### config.mk
export PLATFORM = sky130hd
export DESIGN_NAME = white_blob_centroid_steering
export DESIGN_NICKNAME = d
export VERILOG_FILES = /design/src/design/wbcs_pkg.sv /design/src/design/wbcs_front.sv /design/src/design/wbcs_queue.sv /design/src/design/wbcs_back.sv /design/src/design/white_blob_centroid_steering.sv
export SDC_FILE = /design/constraint.sdc
export NUM_CORES = 1
export LEC_CHECK = 0
export BUFFER_PORTS_ARGS = -buffer_cell sky130_fd_sc_hd__buf_4
export CAP_MARGIN = 40
export CORE_MARGIN = 2
export CORE_UTILIZATION = 50
export CTS_BUF_LIST = sky130_fd_sc_hd__clkbuf_8
export CTS_CLUSTER_DIAMETER = 50
export CTS_CLUSTER_SIZE = 12
export DETAILED_ROUTE_END_ITERATION = 10
export GPL_ROUTABILITY_DRIVEN = 0
export HOLD_SLACK_MARGIN = 0.08
export PLACE_DENSITY = 0.67
export SYNTH_ARGS = -nofsm -noshare
export SYNTH_HDL_FRONTEND = slang
export SYNTH_HIERARCHICAL = 1
export SYNTH_SLANG_ARGS = --single-unit
### constraint.sdc
create_clock -name clk -period 15.85 [get_ports clk]
set_input_delay 3.17 -clock clk [delete_from_list [all_inputs] [get_ports clk]]
set_output_delay 3.17 -clock clk [all_outputs]
set_load 0.005 [all_outputs]
### src/design/wbcs_pkg.sv
package wbcs_pkg;

	localparam int COL_W = 12;
	localparam int CNT_W = 21;
	localparam int SUM_W = 32;
	localparam int FW_W = 13;
	localparam int LVL_W = 8;
	localparam int QUO_STEPS = COL_W;
	localparam logic [CNT_W-1:0] MAX_FRAME_PIXELS = CNT_W'(1048576);

	// Reciprocal of three scaled by 2^17, rounded up.
	localparam logic [15:0] RECIP3 = 16'd43691;

	localparam logic CFG_FRAME_WIDTH = 1'b0;
	localparam logic CFG_WHITE_LEVEL = 1'b1;

	typedef enum logic [1:0] {
		STEER_REVERSE = 2'd0,
		STEER_LEFT    = 2'd1,
		STEER_RIGHT   = 2'd2,
		STEER_FORWARD = 2'd3
	} steer_t;

	typedef enum logic [1:0] {
		BK_IDLE,
		BK_DIV,
		BK_EMIT
	} back_state_t;

	typedef struct packed {
		logic [SUM_W-1:0] sum;
		logic [CNT_W-1:0] count;
	} frame_job_t;

	typedef struct packed {
		logic       push;
		frame_job_t job;
	} job_req_t;

	// Floor of x / 3, exact for every x below 2^14, the whole input range.
	function automatic logic [FW_W-1:0] div3(input logic [FW_W:0] x);
		logic [29:0] p;
		p = 30'(x) * 30'(RECIP3);
		return p[29:17];
	endfunction

endpackage

### src/design/wbcs_front.sv
module wbcs_front (
	input  logic                      clk,
	input  logic                      arst_n,
	input  logic                      accept,
	input  logic [wbcs_pkg::LVL_W-1:0] white_level,
	input  logic [7:0]                red,
	input  logic [7:0]                green,
	input  logic [7:0]                blue,
	input  logic [wbcs_pkg::COL_W-1:0] column,
	input  logic                      frame_end,
	output wbcs_pkg::job_req_t        req
);
	import wbcs_pkg::*;

	logic [SUM_W-1:0] sum_q;
	logic [CNT_W-1:0] count_q;
	logic             white;
	logic [SUM_W-1:0] sum_next;
	logic [CNT_W-1:0] count_next;

	always_comb begin
		white = (red == white_level) && (green == white_level) && (blue == white_level)
			&& (count_q < MAX_FRAME_PIXELS);
		sum_next = white ? sum_q + SUM_W'(column) : sum_q;
		count_next = white ? count_q + CNT_W'(1) : count_q;
		req.push = accept && frame_end;
		req.job.sum = sum_next;
		req.job.count = count_next;
	end

	always_ff @(posedge clk or negedge arst_n) begin
		if (!arst_n) begin
			sum_q <= '0;
			count_q <= '0;
		end else if (accept) begin
			if (frame_end) begin
				sum_q <= '0;
				count_q <= '0;
			end else begin
				sum_q <= sum_next;
				count_q <= count_next;
			end
		end
	end

endmodule

### src/design/wbcs_queue.sv
module wbcs_queue (
	input  logic                  clk,
	input  logic                  arst_n,
	input  wbcs_pkg::job_req_t    req,
	input  logic                  pop,
	output logic                  full,
	output logic                  empty,
	output wbcs_pkg::frame_job_t  job_out
);
	import wbcs_pkg::*;

	localparam int DEPTH = 2;
	localparam int PTR_W = $clog2(DEPTH);

	frame_job_t         entry_q [DEPTH];
	logic [PTR_W-1:0]   wr_ptr_q;
	logic [PTR_W-1:0]   rd_ptr_q;
	logic [PTR_W:0]     fill_q;
	logic               do_push;
	logic               do_pop;

	assign full = (fill_q == (PTR_W+1)'(DEPTH));
	assign empty = (fill_q == '0);
	assign do_push = req.push && !full;
	assign do_pop = pop && !empty;
	assign job_out = entry_q[rd_ptr_q];

	always_ff @(posedge clk) begin
		if (do_push) begin
			entry_q[wr_ptr_q] <= req.job;
		end
	end

	always_ff @(posedge clk or negedge arst_n) begin
		if (!arst_n) begin
			wr_ptr_q <= '0;
			rd_ptr_q <= '0;
			fill_q <= '0;
		end else begin
			if (do_push) begin
				wr_ptr_q <= wr_ptr_q + PTR_W'(1);
			end
			if (do_pop) begin
				rd_ptr_q <= rd_ptr_q + PTR_W'(1);
			end
			if (do_push && !do_pop) begin
				fill_q <= fill_q + (PTR_W+1)'(1);
			end else if (do_pop && !do_push) begin
				fill_q <= fill_q - (PTR_W+1)'(1);
			end
		end
	end

endmodule

### src/design/wbcs_back.sv
module wbcs_back (
	input  logic                       clk,
	input  logic                       arst_n,
	input  logic [wbcs_pkg::FW_W-1:0]  frame_width,
	input  logic                       job_empty,
	input  wbcs_pkg::frame_job_t       job,
	output logic                       job_pop,
	input  logic                       pop,
	output logic                       empty,
	output logic [1:0]                 steer_code,
	output logic [wbcs_pkg::COL_W-1:0] centroid_column,
	output logic [wbcs_pkg::CNT_W-1:0] white_total
);
	import wbcs_pkg::*;

	localparam int STEP_W = $clog2(QUO_STEPS + 1);

	back_state_t       state_q;
	back_state_t       state_next;
	logic [CNT_W-1:0]  rem_q;
	logic [COL_W-1:0]  dvd_q;
	logic [COL_W-1:0]  quot_q;
	logic [CNT_W-1:0]  divisor_q;
	logic [STEP_W-1:0] step_q;
	logic              out_valid_q;
	logic [1:0]        out_code_q;
	logic [COL_W-1:0]  out_centre_q;
	logic [CNT_W-1:0]  out_total_q;

	logic [CNT_W:0]    trial;
	logic              fits;
	logic [CNT_W-1:0]  rem_next;
	logic [FW_W-1:0]   lo_thresh;
	logic [FW_W-1:0]   hi_thresh;
	steer_t            code;
	logic              out_free;
	logic              load_job;
	logic              emit;

	assign empty = !out_valid_q;
	assign steer_code = out_code_q;
	assign centroid_column = out_centre_q;
	assign white_total = out_total_q;
	assign out_free = !out_valid_q || pop;

	// One restoring division step: the quotient is known to fit in COL_W bits, since
	// every summed column is below 2^COL_W.
	always_comb begin
		trial = {rem_q, dvd_q[COL_W-1]};
		fits = trial >= {1'b0, divisor_q};
		rem_next = fits ? CNT_W'(trial - {1'b0, divisor_q}) : CNT_W'(trial);
	end

	always_comb begin
		lo_thresh = div3({1'b0, frame_width});
		hi_thresh = div3({frame_width, 1'b0});
		if (divisor_q == '0) begin
			code = STEER_REVERSE;
		end else if ({1'b0, quot_q} < lo_thresh) begin
			code = STEER_LEFT;
		end else if ({1'b0, quot_q} > hi_thresh) begin
			code = STEER_RIGHT;
		end else begin
			code = STEER_FORWARD;
		end
	end

	always_comb begin
		state_next = state_q;
		load_job = 1'b0;
		emit = 1'b0;
		case (state_q)
			BK_IDLE: begin
				if (!job_empty) begin
					load_job = 1'b1;
					state_next = (job.count == '0) ? BK_EMIT : BK_DIV;
				end
			end
			BK_DIV: begin
				if (step_q == STEP_W'(QUO_STEPS - 1)) begin
					state_next = BK_EMIT;
				end
			end
			BK_EMIT: begin
				if (out_free) begin
					emit = 1'b1;
					state_next = BK_IDLE;
				end
			end
			default: begin
				state_next = BK_IDLE;
			end
		endcase
		job_pop = load_job;
	end

	always_ff @(posedge clk or negedge arst_n) begin
		if (!arst_n) begin
			state_q <= BK_IDLE;
		end else begin
			state_q <= state_next;
		end
	end

	always_ff @(posedge clk) begin
		if (load_job) begin
			rem_q <= CNT_W'(job.sum[SUM_W-1:COL_W]);
			dvd_q <= job.sum[COL_W-1:0];
			quot_q <= '0;
			divisor_q <= job.count;
			step_q <= '0;
		end else if (state_q == BK_DIV) begin
			rem_q <= rem_next;
			dvd_q <= {dvd_q[COL_W-2:0], 1'b0};
			quot_q <= {quot_q[COL_W-2:0], fits};
			step_q <= step_q + STEP_W'(1);
		end
		if (emit) begin
			out_code_q <= code;
			out_centre_q <= quot_q;
			out_total_q <= divisor_q;
		end
	end

	always_ff @(posedge clk or negedge arst_n) begin
		if (!arst_n) begin
			out_valid_q <= 1'b0;
		end else if (emit) begin
			out_valid_q <= 1'b1;
		end else if (pop) begin
			out_valid_q <= 1'b0;
		end
	end

endmodule

### src/design/white_blob_centroid_steering.sv
// Bright pixel centroid tracker. Pixels are taken one per clock cycle (push while full is
// low); those whose three channels all equal white_level are counted and their columns
// summed. The pixel flagged frame_end closes the frame and produces one request on the
// result side: the floor of the mean white column, the white count and a steering code
// (reverse with no white pixel, left below frame_width/3, right above 2*frame_width/3,
// forward otherwise). Each frame's totals wait in a two-entry queue for the divider,
// which loads a frame, works out twelve quotient bits and then emits, skipping the
// division for a frame with no white pixel. So full only rises when short frames follow
// each other faster than the divider clears them or when results are not popped. Register
// writes must only be made while no frame is in flight.
module white_blob_centroid_steering (
	input  logic        clk,
	input  logic        arst_n,
	input  logic        cfg_we,
	input  logic        cfg_index,
	input  logic [12:0] cfg_data,
	input  logic        push,
	output logic        full,
	input  logic [7:0]  red,
	input  logic [7:0]  green,
	input  logic [7:0]  blue,
	input  logic [11:0] column,
	input  logic        frame_end,
	input  logic        pop,
	output logic        empty,
	output logic [1:0]  steer_code,
	output logic [11:0] centroid_column,
	output logic [20:0] white_total
);
	import wbcs_pkg::*;

	logic [FW_W-1:0]  frame_width_q;
	logic [LVL_W-1:0] white_level_q;
	logic             accept;
	job_req_t         req;
	logic             job_empty;
	logic             job_pop;
	frame_job_t       job;

	always_ff @(posedge clk or negedge arst_n) begin
		if (!arst_n) begin
			frame_width_q <= FW_W'(640);
			white_level_q <= LVL_W'(255);
		end else if (cfg_we) begin
			case (cfg_index)
				CFG_FRAME_WIDTH: frame_width_q <= cfg_data;
				CFG_WHITE_LEVEL: white_level_q <= cfg_data[LVL_W-1:0];
				default: ;
			endcase
		end
	end

	assign accept = push && !full;

	wbcs_front u_front (
		.clk         (clk),
		.arst_n      (arst_n),
		.accept      (accept),
		.white_level (white_level_q),
		.red         (red),
		.green       (green),
		.blue        (blue),
		.column      (column),
		.frame_end   (frame_end),
		.req         (req)
	);

	wbcs_queue u_queue (
		.clk     (clk),
		.arst_n  (arst_n),
		.req     (req),
		.pop     (job_pop),
		.full    (full),
		.empty   (job_empty),
		.job_out (job)
	);

	wbcs_back u_back (
		.clk             (clk),
		.arst_n          (arst_n),
		.frame_width     (frame_width_q),
		.job_empty       (job_empty),
		.job             (job),
		.job_pop         (job_pop),
		.pop             (pop),
		.empty           (empty),
		.steer_code      (steer_code),
		.centroid_column (centroid_column),
		.white_total     (white_total)
	);

endmodule

# Word level (Yosys, flattened, before mapping)

Memory sizes are Yosys's and may differ from the RTL's.
Cells that the tools add are included.

Flip-flop bits (word level): 186
Word-level logic and storage cells: 97
Memories: 1
Bits in writable memories: 106

$mul: 2
Add/sub/neg operators: 8
Order comparisons: 4
Eq/ne operators: 10
Multiplexer cells: 26
Bitwise gates (word level): 1
Reductions and logical operators: 26

Memories:

| memory          | depth | bits a word | rd ports | clocked after memory_dff | write ports | line             | RTL |
|---|---|---|---|---|---|---|---|
| u_queue.entry_q | 2     | 53          | 1        | 0                        | 1           | wbcs_queue.sv:15 | `frame_job_t entry_q [DEPTH];` |

Operators with widths:

| kind                     | number |
|---|---|
| $mux W32                 | 2 |
| $mux W21                 | 3 |
| $mul A13 B16 Y29 const B | 2 |
| $logic_not A21 Y1        | 2 |
| $mux W20                 | 2 |
| $add A32 B12 Y32         | 1 |
| $eq A8 B8 Y1             | 3 |
| $mux W12                 | 2 |
| $ge A22 B21 Y1           | 1 |
| $add A21 B1 Y21 const B  | 1 |
| $lt A21 B21 Y1 const B   | 1 |
| $sub A21 B21 Y21         | 1 |
| $gt A12 B13 Y1           | 1 |
| $lt A12 B12 Y1           | 1 |
| $mux W2                  | 6 |
| $mux W1                  | 10 |
| $logic_and A1 B1 Y1      | 9 |
| $pmux W2 S3              | 1 |
| $reduce_bool A2 Y1       | 3 |
| $logic_not A1 Y1         | 5 |
| $add A4 B1 Y4 const B    | 1 |
| $eq A2 B2 Y1 const B     | 2 |
| $eq A4 B4 Y1 const B     | 1 |
| $logic_not A2 Y1         | 2 |
| 11 further kinds         | 14 |

# Logic depth before layout (Yosys ltp)

Word-level depth: 9
Gate-level depth with buffers: 28
Depth with buffers taken out: 28

# Hierarchy

Netlist, hierarchy kept.

By module, submodules not included:

| module                       | instances | area each (um^2) | cells each |
|---|---|---|---|
| wbcs_back                    | 1         | 8634.5           | 828 |
| wbcs_front                   | 1         | 4609.4           | 558 |
| wbcs_queue                   | 1         | 4271.6           | 184 |
| white_blob_centroid_steering | 1         | 858.3            | 46 |

# Worst setup path after synthesis

No wires, ideal clock.

Path kind: input to register
Start point: input push
End point: memory u_queue/entry_q[0][0] (netlist name), enable pin
Path buffers: 2
Path slack: 9.007 ns
Stages: 7
Data arrival time: 6.380 ns
Data required time: 15.386 ns
Cell sequence: nor2b_1 inv_1 clkbuf_1 clkbuf_1 nor2_1 nand2_1 nor2_1

RTL lines:

| what               | line                               | RTL |
|---|---|---|
| start: declaration | white_blob_centroid_steering.sv:17 | `input logic push,` |
| end: declaration   | wbcs_queue.sv:15                   |  |

# Worst setup path after layout

Start point: register frame_width_q[9]
End point: register u_back.out_code_q[0], in the netlist u_back/steer_code[0] (data pin)

Longest elaborated chain between the ends: 4
Elaborated cells between the ends (all ways): 6
Those cells by class: 2 x mul; 2 x order compare; 2 x mux

RTL lines:

| what                     | line                               | RTL |
|---|---|---|
| start: declaration       | white_blob_centroid_steering.sv:32 | `logic [FW_W-1:0] frame_width_q;` |
| start signal: assignment | white_blob_centroid_steering.sv:46 | `CFG_FRAME_WIDTH: frame_width_q <= cfg_data;` |
| $mul A13 B16 Y29         | wbcs_pkg.sv:43                     | `p = 30'(x) * 30'(RECIP3);` |
| $gt A12 B13 Y1           | wbcs_back.sv:61                    | `end else if ({1'b0, quot_q} > hi_thresh) begin` |
| $mux W1                  | wbcs_back.sv:61                    |  |
| $mux W1 (*)              | wbcs_back.sv:59                    | `end else if ({1'b0, quot_q} < lo_thresh) begin` |
| end signal: assignment   | wbcs_back.sv:119                   | `out_code_q <= code;` |
| end: declaration         | wbcs_back.sv:26                    | `logic [1:0] out_code_q;` |

Every way passes the cells marked *; elsewhere a longest branch is shown, timed or not.
A chain may end at the register's enable or synchronous reset.

==> load_flow_metrics.sql <==
INSERT INTO impl_metrics (metric_group, metric, value, unit) VALUES
('setup_path', 'crit_path_cell_trace', 'ha_1, inv_1, fa_1, inv_1, fa_1, fa_1, inv_1, fa_1, inv_1, ha_1, a21o_1, a221o_1, or2_4, a21oi_1, xor2_1, ha_1, or3_1, o41a_1, a2111oi_4, nor2_1, a41oi_1, nand4b_1, o211ai_1', ''),
('floorplan', 'starting_density', '0.5043', ''),
('synthesis', 'yosysTopAreaCell', 'edfxtp_1', ''),
('global_route', 'first_global_vias', '12205', ''),
('floorplan', 'die-width', '195.7', 'um'),
('floorplan', 'die_height', '195.7', 'um'),
('global_route', 'gr-total-overflow', '0', ''),
('floorplan', 'core_rows', '70', ''),
('synthesis', 'postSynthAreaPerCell', '11.37', 'um^2'),
('clock_tree', 'postCtsSetupRepairBufs', '0', ''),
('setup_path', 'r2r_setup_slack', '8.94', 'ns'),
('run', 'drv.max_cap_violation_count', '0', ''),
('floorplan', 'floorplan.die_area', '38300', 'um^2'),
('synthesis', 'post-synth-top-count-cell', 'edfxtp_1', ''),
('sta', 'final.period_utilization', '0.4357', ''),
('drt', 'route.final.wire_length', '40270', 'um'),
('drt', 'detail_route.iter0.violations', '785', ''),
('final_layout', 'diodes', '0', ''),
('sta', 'worst_clock_skew', '0.02627', 'ns'),
('setup_path', 'timing.critical_path.slowest_cell_delay', '0.57', 'ns'),
('place', 'port_buffers', '92', ''),
('synthesis', 'asyncSetResetFlopFracSynth', '0.2774', ''),
('drt', 'vias', '12490', ''),
('sta', 'timing.slew.headroom', '0.4086', ''),
('synthesis', 'netlist_top_cells_area', 'edfxtp_1 32%, dfrtp_1 9.7%, ha_1 8.4%', ''),
('drt', 'highest_layer', 'met4', ''),
('drt', 'detailroute.wirelength.met2', '17790', 'um'),
('final_layout', 'nFillCells', '3108', ''),
('clock_tree', 'clock_insertion_delay_worst_skew', '0.57', 'ns'),
('clock_tree', 'cts_buffers', '36', ''),
('hold_path', 'min_path_type', 'register to register', ''),
('sta', 'fin_tns_setup', '0', 'ns'),
('synthesis', 'synth_edf_count', '194', ''),
('final_layout', 'area_growth_from_synthesis_to_final_layout', '10.30', '%'),
('drt', 'wire_per_inst', '18.28', 'um'),
('drt', 'dr_wl_met3', '2123', 'um'),
('synthesis', 'postSynthNetCount', '1848', ''),
('final_layout', 'final_layout_size_suffix_gt1_frac', '0.1735', ''),
('place', 'sum_of_net_half_perimeters_after_detailed_placement', '29050', 'um'),
('global_route', 'largest_net_degree_at_the_start_of_global_routing', '57', ''),
('synthesis', 'synth.cells.most_frequent', '194 x edfxtp_1, 166 x inv_1, 132 x nand2_1', ''),
('clock_tree', 'reg_clk_slew_reported_paths', '0.08', 'ns'),
('clock_tree', 'cts_resized', '0', ''),
('sta', 'setup_viol', '0', ''),
('synthesis', 'ys_types', '95', ''),
('synthesis', 'synth-seq-area-share', '0.4466', ''),
('setup_path', 'worst_path_max_delay_cell', 'dfstp_2', ''),
('final_layout', 'finish.cell_count_without_fillers', '2203', ''),
('clock_tree', 'cts_tree', 'built', ''),
('drt', 'drc_errors', '0', ''),
('synthesis', 'ys_dominant_reg_cell', 'edfxtp_1', ''),
('global_route', 'wire_length_of_the_first_global_routing_pass', '65300', 'um'),
('drt', 'ant_nets', '0', ''),
('sta', 'fmaxAchievable', '0.1448', 'GHz'),
('sta', 'period_needed', '6.906', 'ns'),
('setup_path', 'crit_path_max_fanout', '6', ''),
('setup_path', 'worst_setup_path_start_kind', 'register', ''),
('clock_tree', 'cts.path.max_buffers', '3', ''),
('floorplan', 'total_i_o_pin_count', '93', ''),
('place', 'dp_cells', '2137', ''),
('clock_tree', 'cts-root-buf', 'clkbuf_8', ''),
('sta', 'final_max_slew_viol_count', '0', ''),
('clock_tree', 'cts_hold_repair.buffers', '0', ''),
('synthesis', 'yosys_register_bits', '292', ''),
('clock_tree', 'cts_sink_cnt', '292', ''),
('global_route', 'grt_antenna_before_repair', '0', ''),
('global_route', 'grt_util_all_layers', '0.2126', ''),
('synthesis', 'synth_cells', '1616', ''),
('outcome', 'result_of_the_run', 'complete, no violations', ''),
('synthesis', 'syn_std_cell_area', '18370', 'um^2'),
('synthesis', 'synth.yosys.warnings', '6', '');
-- metrics by stage --
stage | hold slack (ns) | area, um^2 | util | worst slack, ns
after floorplan | 0.4064 | 18370 | - | 9.007
after global placement | 0.4630 | 19430 | 0.5334 | 9.100
after detailed placement | 0.4685 | 19550 | 0.5365 | 8.969
after CTS | 0.4868 | 20270 | 0.5563 | 8.930
after global routing | 0.5016 | 20270 | 0.5563 | 8.540
final | 0.4823 | 20270 | 0.5563 | 8.944
-- layout by cell type (no fill, tap or decap), types with 27 or more instances in the layout --
cell      Yosys  routed
nand3_1      48      48
clkbuf_8      0      41
fa_1         52      52
nand4_1      27      27
inv_1       166     179
mux2i_1      30      30
xor2_1       32      32
edfxtp_1    194     194
nor2_1       89      88
a21oi_1      56      56
nand2_1     132     132
xnor2_1      58      58
ha_1        124     124
mux2_4       59      59
buf_4         2     109
dfrtp_1      71      70
-- critical path, delay by kind of cell, from the launching register on --
kind | cells | cell delay (ns)
adder cells (fa/ha/maj) | 7 | 2.84
AO/OA/AOI/OAI | 7 | 1.94
AND/OR/NAND/NOR | 4 | 0.90
flip-flops | 1 | 0.57
buffers and inverters | 4 | 0.37
XOR/XNOR | 1 | 0.11
-- cell families after synthesis --
group	after synthesis	share of synthesized area
flops	292	0.4466
simple gates	449	0.1274
mux	107	0.07559
fa+ha+maj	176	0.1411
compound gates	271	0.1094
xor+xnor	93	0.04658
buf+inv	228	0.05339
-- per-layer routing --
| metal | track usage | vias to the layer above |
|---|---|---|
| met5 | 0 | - |
| met2 | 0.3246 | 342 |
| li1 | - | 6052 |
| met3 | 0.02991 | 45 |
| met4 | 0.05527 | 0 |
| met1 | 0.3196 | 6051 |
-- path summary, 6_finish.rpt --
| path | start | to | cells past startpoint |
|---|---|---|---|
| worst max register to register | frame_width_q[9]$_DFFE_PN1P_ | u_back/steer_code[0]$_SDFFCE_PP0P_ | 23 |
| worst max-delay path | frame_width_q[9]$_DFFE_PN1P_ | u_back/steer_code[0]$_SDFFCE_PP0P_ | 23 |
| min in group asynchronous | arst_n | u_front/sum_q[5]$_DFFE_PN0P_ | 1 |
| worst min-delay path | u_back/divisor_q[4]$_DFFE_PP_ | u_back/white_total[4]$_DFFE_PP_ | 0 |
| max in group asynchronous | arst_n | frame_width_q[12]$_DFFE_PN0P_ | 2 |
| worst min register to register | u_back/divisor_q[4]$_DFFE_PP_ | u_back/white_total[4]$_DFFE_PP_ | 0 |
-- cell type report --
| cell class | instances | area [um^2] | share of cell area |
|---|---|---|---|
| repair buffers | 115 | 925.9 | 0.04568 |
| clock inverters | 25 | 153.9 | 0.007594 |
| flip-flops and latches | 292 | 8207 | 0.4049 |
| inverters | 166 | 623.1 | 0.03074 |
| multi-input cells | 1096 | 9208 | 0.4543 |
| well taps | 468 | 585.6 | 0.02889 |
| clock buffers | 41 | 564.3 | 0.02784 |
-- sequential cells by signal (all words and copies together), names as in the netlist --
name and count:
u_back/rem_q 21, u_back/dvd_q 12, u_queue/fill_q 2, u_back/out_valid_q 1, u_queue/entry_q 106, u_back/divisor_q 21, white_level_q 8, u_queue/wr_ptr_q 1
u_back/step_q 4, u_queue/rd_ptr_q 1, u_front/sum_q 32, u_back/centroid_column 12, u_front/count_q 21, u_back/state_q 2, u_back/steer_code 2, u_back/quot_q 12
u_back/white_total 21, frame_width_q 13
Power is not shown: default switching activity piles up to over one toggle a cycle in this logic, so the estimate is an artifact.
